[config.mk]
export PLATFORM = sky130hd
export DESIGN_NAME = cpu_alu_with_flags_top
export DESIGN_NICKNAME = d
export VERILOG_FILES = /design/src/design/cwf_pkg.sv /design/src/design/cwf_alu.sv /design/src/design/cpu_alu_with_flags_top.sv
export SDC_FILE = /design/constraint.sdc
export NUM_CORES = 1
export LEC_CHECK = 0
export ABC_AREA = 1
export BUFFER_PORTS_ARGS = -buffer_cell sky130_fd_sc_hd__buf_2
export CAP_MARGIN = 10
export CELL_PAD_IN_SITES_DETAIL_PLACEMENT = 1
export CELL_PAD_IN_SITES_GLOBAL_PLACEMENT = 1
export CORE_UTILIZATION = 37
export CTS_CLUSTER_SIZE = 14
export DETAILED_ROUTE_END_ITERATION = 8
export PLACE_DENSITY = 0.77
export SLEW_MARGIN = 0
export SYNTH_ARGS = -nofsm -noshare
export SYNTH_HDL_FRONTEND = slang
export SYNTH_SLANG_ARGS = --single-unit
[constraint.sdc]
create_clock -name clk -period 6.3 [get_ports clk]
set_input_delay 0.63 -clock clk [delete_from_list [all_inputs] [get_ports clk]]
set_output_delay 0.63 -clock clk [all_outputs]
set_load 0.05 [all_outputs]
[src/design/cwf_pkg.sv]
`timescale 1ns / 1ps
package cwf_pkg;

  typedef enum logic [4:0] {
    CMD_ADD     = 5'd0,
    CMD_ADC     = 5'd1,
    CMD_SUB     = 5'd2,
    CMD_SBC     = 5'd3,
    CMD_AND     = 5'd4,
    CMD_XOR     = 5'd5,
    CMD_OR      = 5'd6,
    CMD_CP      = 5'd7,
    CMD_INC     = 5'd8,
    CMD_DEC     = 5'd9,
    CMD_SWAP    = 5'd10,
    CMD_RLC     = 5'd11,
    CMD_RL      = 5'd12,
    CMD_RRC     = 5'd13,
    CMD_RR      = 5'd14,
    CMD_SLA     = 5'd15,
    CMD_SRA     = 5'd16,
    CMD_SRL     = 5'd17,
    CMD_BIT     = 5'd18,
    CMD_SET     = 5'd19,
    CMD_RES     = 5'd20,
    CMD_ADD16   = 5'd21,
    CMD_LOAD_A  = 5'd22,
    CMD_LOAD_AF = 5'd23
  } cmd_t;

  typedef struct packed {
    logic z;
    logic n;
    logic h;
    logic c;
  } flags_t;

  // One item as held in the input register.
  typedef struct packed {
    logic [4:0]  command;
    logic [7:0]  operand;
    logic [2:0]  bit_index;
    logic        use_accumulator;
    logic [15:0] word_first;
    logic [15:0] word_second;
  } item_t;

  // Everything the execute logic produces for one item.
  typedef struct packed {
    logic [7:0]  result;
    logic [15:0] result_wide;
    logic [7:0]  acc;
    flags_t      flags;
  } exec_t;

endpackage

[src/design/cwf_alu.sv]
`timescale 1ns / 1ps
module cwf_alu (
  input  cwf_pkg::item_t  item,
  input  logic [7:0]      acc,
  input  cwf_pkg::flags_t flags,
  output cwf_pkg::exec_t  exec
);
  import cwf_pkg::*;

  logic [7:0]  a;
  logic [7:0]  b;
  logic [7:0]  x;
  logic        cin;
  logic        t;
  logic [8:0]  sum9;
  logic [4:0]  sum5;
  logic [8:0]  diff9;
  logic [4:0]  diff5;
  logic [16:0] sum17;
  logic [12:0] sum13;
  logic [7:0]  mask;
  logic [7:0]  res;
  logic [7:0]  acc_next;
  flags_t      flags_next;
  logic [15:0] wide;

  assign a    = acc;
  assign b    = item.operand;
  assign x    = item.use_accumulator ? acc : item.operand;
  assign cin  = flags.c;
  assign t    = ((item.command == CMD_ADC) || (item.command == CMD_SBC)) ? cin : 1'b0;
  assign sum9  = {1'b0, a} + {1'b0, b} + {8'b0, t};
  assign sum5  = {1'b0, a[3:0]} + {1'b0, b[3:0]} + {4'b0, t};
  assign diff9 = {1'b0, a} - {1'b0, b} - {8'b0, t};
  assign diff5 = {1'b0, a[3:0]} - {1'b0, b[3:0]} - {4'b0, t};
  assign sum17 = {1'b0, item.word_first} + {1'b0, item.word_second};
  assign sum13 = {1'b0, item.word_first[11:0]} + {1'b0, item.word_second[11:0]};
  assign mask  = 8'b1 << item.bit_index;

  always_comb begin
    res        = 8'd0;
    wide       = 16'd0;
    acc_next   = acc;
    flags_next = flags;
    unique case (item.command)
      CMD_ADD, CMD_ADC: begin
        res        = sum9[7:0];
        flags_next = '{z: (sum9[7:0] == 8'd0), n: 1'b0, h: sum5[4], c: sum9[8]};
        acc_next   = res;
      end
      CMD_SUB, CMD_SBC, CMD_CP: begin
        res        = diff9[7:0];
        flags_next = '{z: (diff9[7:0] == 8'd0), n: 1'b1, h: diff5[4], c: diff9[8]};
        if (item.command != CMD_CP) begin
          acc_next = res;
        end
      end
      CMD_AND: begin
        res        = a & b;
        flags_next = '{z: ((a & b) == 8'd0), n: 1'b0, h: 1'b1, c: 1'b0};
        acc_next   = res;
      end
      CMD_XOR: begin
        res        = a ^ b;
        flags_next = '{z: ((a ^ b) == 8'd0), n: 1'b0, h: 1'b0, c: 1'b0};
        acc_next   = res;
      end
      CMD_OR: begin
        res        = a | b;
        flags_next = '{z: ((a | b) == 8'd0), n: 1'b0, h: 1'b0, c: 1'b0};
        acc_next   = res;
      end
      CMD_INC: begin
        res        = x + 8'd1;
        flags_next = '{z: (res == 8'd0), n: 1'b0, h: (res[3:0] == 4'd0), c: cin};
      end
      CMD_DEC: begin
        res        = x - 8'd1;
        flags_next = '{z: (res == 8'd0), n: 1'b1, h: (x[3:0] == 4'd0), c: cin};
      end
      CMD_SWAP: begin
        res        = {x[3:0], x[7:4]};
        flags_next = '{z: (x == 8'd0), n: 1'b0, h: 1'b0, c: 1'b0};
      end
      CMD_RLC: begin
        res        = {x[6:0], x[7]};
        flags_next = '{z: (x == 8'd0), n: 1'b0, h: 1'b0, c: x[7]};
      end
      CMD_RL: begin
        res        = {x[6:0], cin};
        flags_next = '{z: (res == 8'd0), n: 1'b0, h: 1'b0, c: x[7]};
      end
      CMD_RRC: begin
        res        = {x[0], x[7:1]};
        flags_next = '{z: (x == 8'd0), n: 1'b0, h: 1'b0, c: x[0]};
      end
      CMD_RR: begin
        res        = {cin, x[7:1]};
        flags_next = '{z: (res == 8'd0), n: 1'b0, h: 1'b0, c: x[0]};
      end
      CMD_SLA: begin
        res        = {x[6:0], 1'b0};
        flags_next = '{z: (res == 8'd0), n: 1'b0, h: 1'b0, c: x[7]};
      end
      CMD_SRA: begin
        res        = {x[7], x[7:1]};
        flags_next = '{z: (res == 8'd0), n: 1'b0, h: 1'b0, c: x[0]};
      end
      CMD_SRL: begin
        res        = {1'b0, x[7:1]};
        flags_next = '{z: (res == 8'd0), n: 1'b0, h: 1'b0, c: x[0]};
      end
      CMD_BIT: begin
        res        = x;
        flags_next = '{z: ((x & mask) == 8'd0), n: 1'b0, h: 1'b1, c: cin};
      end
      CMD_SET: begin
        res = x | mask;
      end
      CMD_RES: begin
        res = x & ~mask;
      end
      CMD_ADD16: begin
        wide       = sum17[15:0];
        flags_next = '{z: flags.z, n: 1'b0, h: sum13[12], c: sum17[16]};
      end
      CMD_LOAD_A: begin
        res      = b;
        acc_next = b;
      end
      CMD_LOAD_AF: begin
        res        = item.word_second[15:8];
        acc_next   = item.word_second[15:8];
        flags_next = flags_t'(item.word_second[7:4]);
      end
      default: begin
        res = 8'd0;
      end
    endcase
    // Unary ops write back only when aimed at the accumulator.
    if ((item.command >= CMD_INC) && (item.command <= CMD_RES) && item.use_accumulator) begin
      acc_next = res;
    end
  end

  assign exec = '{result: res, result_wide: wide, acc: acc_next, flags: flags_next};

endmodule

[src/design/cpu_alu_with_flags_top.sv]
`timescale 1ns / 1ps
// 8-bit CPU ALU with accumulator and Z/N/H/C flags.
// Input channel: in_valid / in_stall with command, operand, bit_index,
//   use_accumulator, word_first and word_second. A transfer happens on a
//   rising edge with in_valid high and in_stall low.
// Output channel: out_valid / out_stall with result, result_wide,
//   accumulator and the four flags, one result transfer per input transfer.
// The input register takes the item, then the execute logic loads the result
//   register together with the accumulator and flag state.
// Throughput: one item per cycle while the receiver does not stall. The
//   accumulator and flags are written in the same cycle as the result
//   register, so the next item in the input register always executes on
//   up-to-date state without forwarding.
// Reset (rst, synchronous): empties both stages, clears accumulator and flags.
// When the receiver stalls, the result register holds; the input register
//   still takes one more item, and in_stall rises only when both stages are
//   full.
module cpu_alu_with_flags_top (
  input  logic        clk,
  input  logic        rst,
  input  logic        in_valid,
  output logic        in_stall,
  input  logic [4:0]  command,
  input  logic [7:0]  operand,
  input  logic [2:0]  bit_index,
  input  logic        use_accumulator,
  input  logic [15:0] word_first,
  input  logic [15:0] word_second,
  output logic        out_valid,
  input  logic        out_stall,
  output logic [7:0]  result,
  output logic [15:0] result_wide,
  output logic [7:0]  accumulator,
  output logic        zero_flag,
  output logic        subtract_flag,
  output logic        half_flag,
  output logic        carry_flag
);
  import cwf_pkg::*;

  // Input register
  logic   item_valid;
  item_t  item;
  // Architectural state
  logic [7:0] acc;
  flags_t     flags;
  // Result register
  exec_t  out_data;
  exec_t  exec;

  logic out_free;
  logic advance;
  logic in_take;

  assign out_free = !out_valid || !out_stall;
  assign advance  = item_valid && out_free;
  assign in_stall = item_valid && !out_free;
  assign in_take  = in_valid && !in_stall;

  cwf_alu u_alu (
    .item  (item),
    .acc   (acc),
    .flags (flags),
    .exec  (exec)
  );

  // Input stage: refill whenever the item moves on or the slot is empty.
  always_ff @(posedge clk) begin
    if (rst) begin
      item_valid <= 1'b0;
    end else if (!in_stall) begin
      item_valid <= in_valid;
    end
  end

  always_ff @(posedge clk) begin
    if (in_take) begin
      item <= '{command: command, operand: operand, bit_index: bit_index,
                use_accumulator: use_accumulator, word_first: word_first,
                word_second: word_second};
    end
  end

  // Commit state only when the item lands in the result register.
  always_ff @(posedge clk) begin
    if (rst) begin
      acc   <= 8'd0;
      flags <= '0;
    end else if (advance) begin
      acc   <= exec.acc;
      flags <= exec.flags;
    end
  end

  always_ff @(posedge clk) begin
    if (rst) begin
      out_valid <= 1'b0;
    end else if (out_free) begin
      out_valid <= item_valid;
    end
  end

  always_ff @(posedge clk) begin
    if (advance) begin
      out_data <= exec;
    end
  end

  assign result        = out_data.result;
  assign result_wide   = out_data.result_wide;
  assign accumulator   = out_data.acc;
  assign zero_flag     = out_data.flags.z;
  assign subtract_flag = out_data.flags.n;
  assign half_flag     = out_data.flags.h;
  assign carry_flag    = out_data.flags.c;

  // A pending result always reflects the committed state.
  a_out_matches_state: assert property (@(posedge clk) disable iff (rst)
    out_valid |-> (accumulator == acc) && (out_data.flags == flags))
    else $error("result register disagrees with accumulator/flag state");

  // Back-pressure only when the input register is occupied.
  a_stall_needs_item: assert property (@(posedge clk) disable iff (rst)
    in_stall |-> item_valid)
    else $error("input stalled with empty input register");

  // A blocked item stays in the input register.
  a_item_held: assert property (@(posedge clk) disable iff (rst)
    (item_valid && !out_free) |=> item_valid)
    else $error("item dropped while result register was blocked");

  // State comes out of reset cleared.
  a_reset_state: assert property (@(posedge clk)
    $past(rst) |-> (acc == 8'd0) && (flags == '0) && !out_valid && !item_valid)
    else $error("state not cleared by reset");

endmodule

==> run_results.csv <==
group,metric,value,unit
outcome,status,"finished clean",
setup_path,cpPeakStageDelay,0.67,ns
logic_synthesis,syn_inst,1022,
clocking,cts_resized,0,
clocking,post_cts_buffers,0,
setup_path,crit_path_cell_trace,"inv_1 -> nor4_1 -> inv_1 -> fa_1 -> fa_1 -> xor2_1 -> nor2_1 -> nor4_1 -> nand3_1 -> o21ai_1 -> inv_1",
sta,setup_tns,0,ns
logic_synthesis,syn_nets,1131,
layout,syn_to_final_growth,14.4,%
setup_path,critPathBufInv,3,
layout,fin_cells,1389,
setup_path,path_max_fanout,11,
setup_path,cp_num_cells,11,
setup_path,crit_arrival,4.01,ns
setup_path,timing_worst_setup_path_type,"reg -> reg",
sta,period_minus_slack,3.90,ns
floorplan,io_pins,91,
floorplan,die_width,144,um
sta,fin_skew,0.0172,ns
place,io_buffers,90,
power,power_leakage,4.00,nW
logic_synthesis,ys_ff_latch,99,
layout,mostFrequentLayoutCells,"nand2_1, nor2_1, inv_1",
sta,finalCritPeriodShare,0.618,
clocking,clock_latency,0.36,ns
global_route,grt_pass1_wl,43700,um
setup_path,slowest_stage,"nor4_1",
sta,worst_pin_slew,1.15,ns
clocking,cts.sinks,99,
setup_path,critPathLaunchType,"flop",
clocking,path_clk_slew,0.09,ns
layout,final_common_cell,"nand2_1",
place,place.gp.congestion,0.981,
sta,final_hold_viol_count,0,
logic_synthesis,synth_top_cell_by_area,"edfxtp_1",
floorplan,fp-row-count,51,
logic_synthesis,syn-cell-area,7450,um^2
logic_synthesis,ys_types,43,
routing,postRouteAntennaNets,0,
clocking,root_buffer,"clkbuf_16",
hold_path,hold-path-cell-count,1,
place,dp_slack,2.57,ns
power,p_clk_frac,0.295,
sta,rsz0062_at_grt,"false",
layout,utilization,0.435,
global_route,antenna_found_initial,1,
floorplan,fp.dieH,144,um
layout,drive_gt1_frac,0.120,
clocking,cts_buffers,9,
setup_path,crit_required,6.42,ns
global_route,grt_pass1_vias,7573,
global_route,grt-ovfl-total,0,
hold_path,hold_class,"in -> reg",
setup_path,reg2reg_slack,2.40,ns
sta,setup_viol,0,
layout,stdcell_area,8520,um^2
routing,dr.pass1.iters,5,
logic_synthesis,avgSynthCellArea,7.29,um^2
routing,wl,29200,um
logic_synthesis,yosys-top-cells-area,"edfxtp_1, nand2_1, ha_1",
routing,vias,7738,
power,power.density,225,nW/um^2
place,dp_cells,1371,
logic_synthesis,yosysSeqAreaShare,0.380,
clocking,cts_tree,"done",
power,peakVddDrop,121,uV
global_route,grt_usage,0.289,
clocking,clock_path_buffers,2,
logic_synthesis,yosysWarnings,0,
flow_run,max_cap_violations,0,
layout,nets,1226,
logic_synthesis,synth_top_area_frac,0.342,
power,power_switching,0.724,mW
routing,wl_per_cell,21.1,um
power,combPwrFrac,0.292,
place,dpl_cell_area,8230,um^2
setup_path,critPathTopFamily,"simple AND/OR/NAND/NOR gates",
floorplan,initial_core_util,0.381,
global_route,grt_max_degree,54,
setup_path,rr_worst_depth,11,
power,sw_frac_of_total,0.377,
setup_path,cp_common_cell,"inv_1",
setup_path,cp-end-kind,"flop",
clocking,htree_levels,3,
power,power_frac_seq,0.413,
floorplan,core,19600,um^2
sta,max_slew_margin,0.233,
power,power.total,1.92,mW
routing,drt_iter0_markers,657,
floorplan,fp.dieArea,20700,um^2
sta,slew_viol_final,0,
sta,fmax,257,MHz
sta,fin_ws,2.40,ns
power,internal_power,1.19,mW
sta,hold_slack,0.433,ns
place,dpl.hpwl,22900,um
routing,drcViolationCount,0,
layout,num-fill-cells,2560,
clocking,ctsHoldBuffers,0,
routing,vias_per_cell,5.57,
-- sequential cells by signal (all words and copies together) (netlist names) --
signal / cells
item: 49
zero_flag: 1
acc: 8
flags: 4
carry_flag: 1
out_valid: 1
result: 8
item_valid: 1
accumulator: 8
result_wide: 16
subtract_flag: 1
half_flag: 1
-- worst paths after layout --
kind                                  from        endpoint
worst min-delay path            operand[6]        item[42]
worst max-delay path              item[44]  accumulator[2]
worst max register to register    item[44]  accumulator[2]
worst min register to register   out_valid       out_valid
-- synthesized netlist by cell type --
master     count
o21a_1         4
nand3_1       84
inv_2         10
inv_1        122
fa_1           5
a221oi_1       1
a211oi_1       4
clkbuf_1       2
or2_1          1
xnor2_1        3
nand2_2        2
a21oi_1       71
nand3b_1       4
nor3_4         1
o21bai_1       2
xor2_1         4
a22oi_1        2
nor2_2         7
dfxtp_1       14
ha_1          51
buf_4          1
buf_2          7
nor3b_1        1
or2_2          1
o21ai_4        1
o221ai_1       1
nand4_1       21
nor4_1         3
a31oi_1        1
o31a_1         1
o22ai_1       11
nor3_1        14
o21ai_0       52
o21ai_2        1
edfxtp_1      85
nor2_1       130
o21ai_1       10
o2111ai_1      2
o211ai_1      12
buf_1          1
nand2_1      269
o31ai_1        1
a21o_1         2
-- final cells by class --
| class | instances | area, um^2 | area share |
|---|---|---|---|
| well taps | 265 | 332 | 0.0389 |
| diodes | 2 | 5.00 | 0.000587 |
| clock inverters | 6 | 62.6 | 0.00734 |
| inverters | 132 | 495 | 0.0581 |
| flip-flops and latches | 99 | 2830 | 0.332 |
| repair buffers | 95 | 488 | 0.0572 |
| multi-input cells | 780 | 4080 | 0.479 |
| clock buffers | 10 | 229 | 0.0269 |
-- logic make-up after synthesis --
group | synth area share
AO/OA/AOI/OAI | 0.136
buffers and inverters | 0.0737
AND/OR/NAND/NOR | 0.303
flip-flops | 0.380
adder cells (fa/ha/maj) | 0.0990
XOR/XNOR | 0.00822
-- layer usage --
layer / GRT usage / vias up / wire [um]
li1: - / 3634 / -
met1: 0.408 / 3778 / 13400
met2: 0.437 / 280 / 12900
met3: 0.0570 / 46 / 2200
met4: 0.0991 / 0 / 782
met5: 0 / - / 0
-- power by group through the flow --
stage	sequential [mW]	combinational (mW)	clock, mW
global placement	0.805	0.535	0
finish	0.792	0.560	0.567
CTS	0.792	0.549	0.577
global route	0.796	0.613	0.588
detailed placement	0.806	0.545	0
floorplan	0.841	0.329	0
No activity file was read; power rests on OpenSTA's default activity.
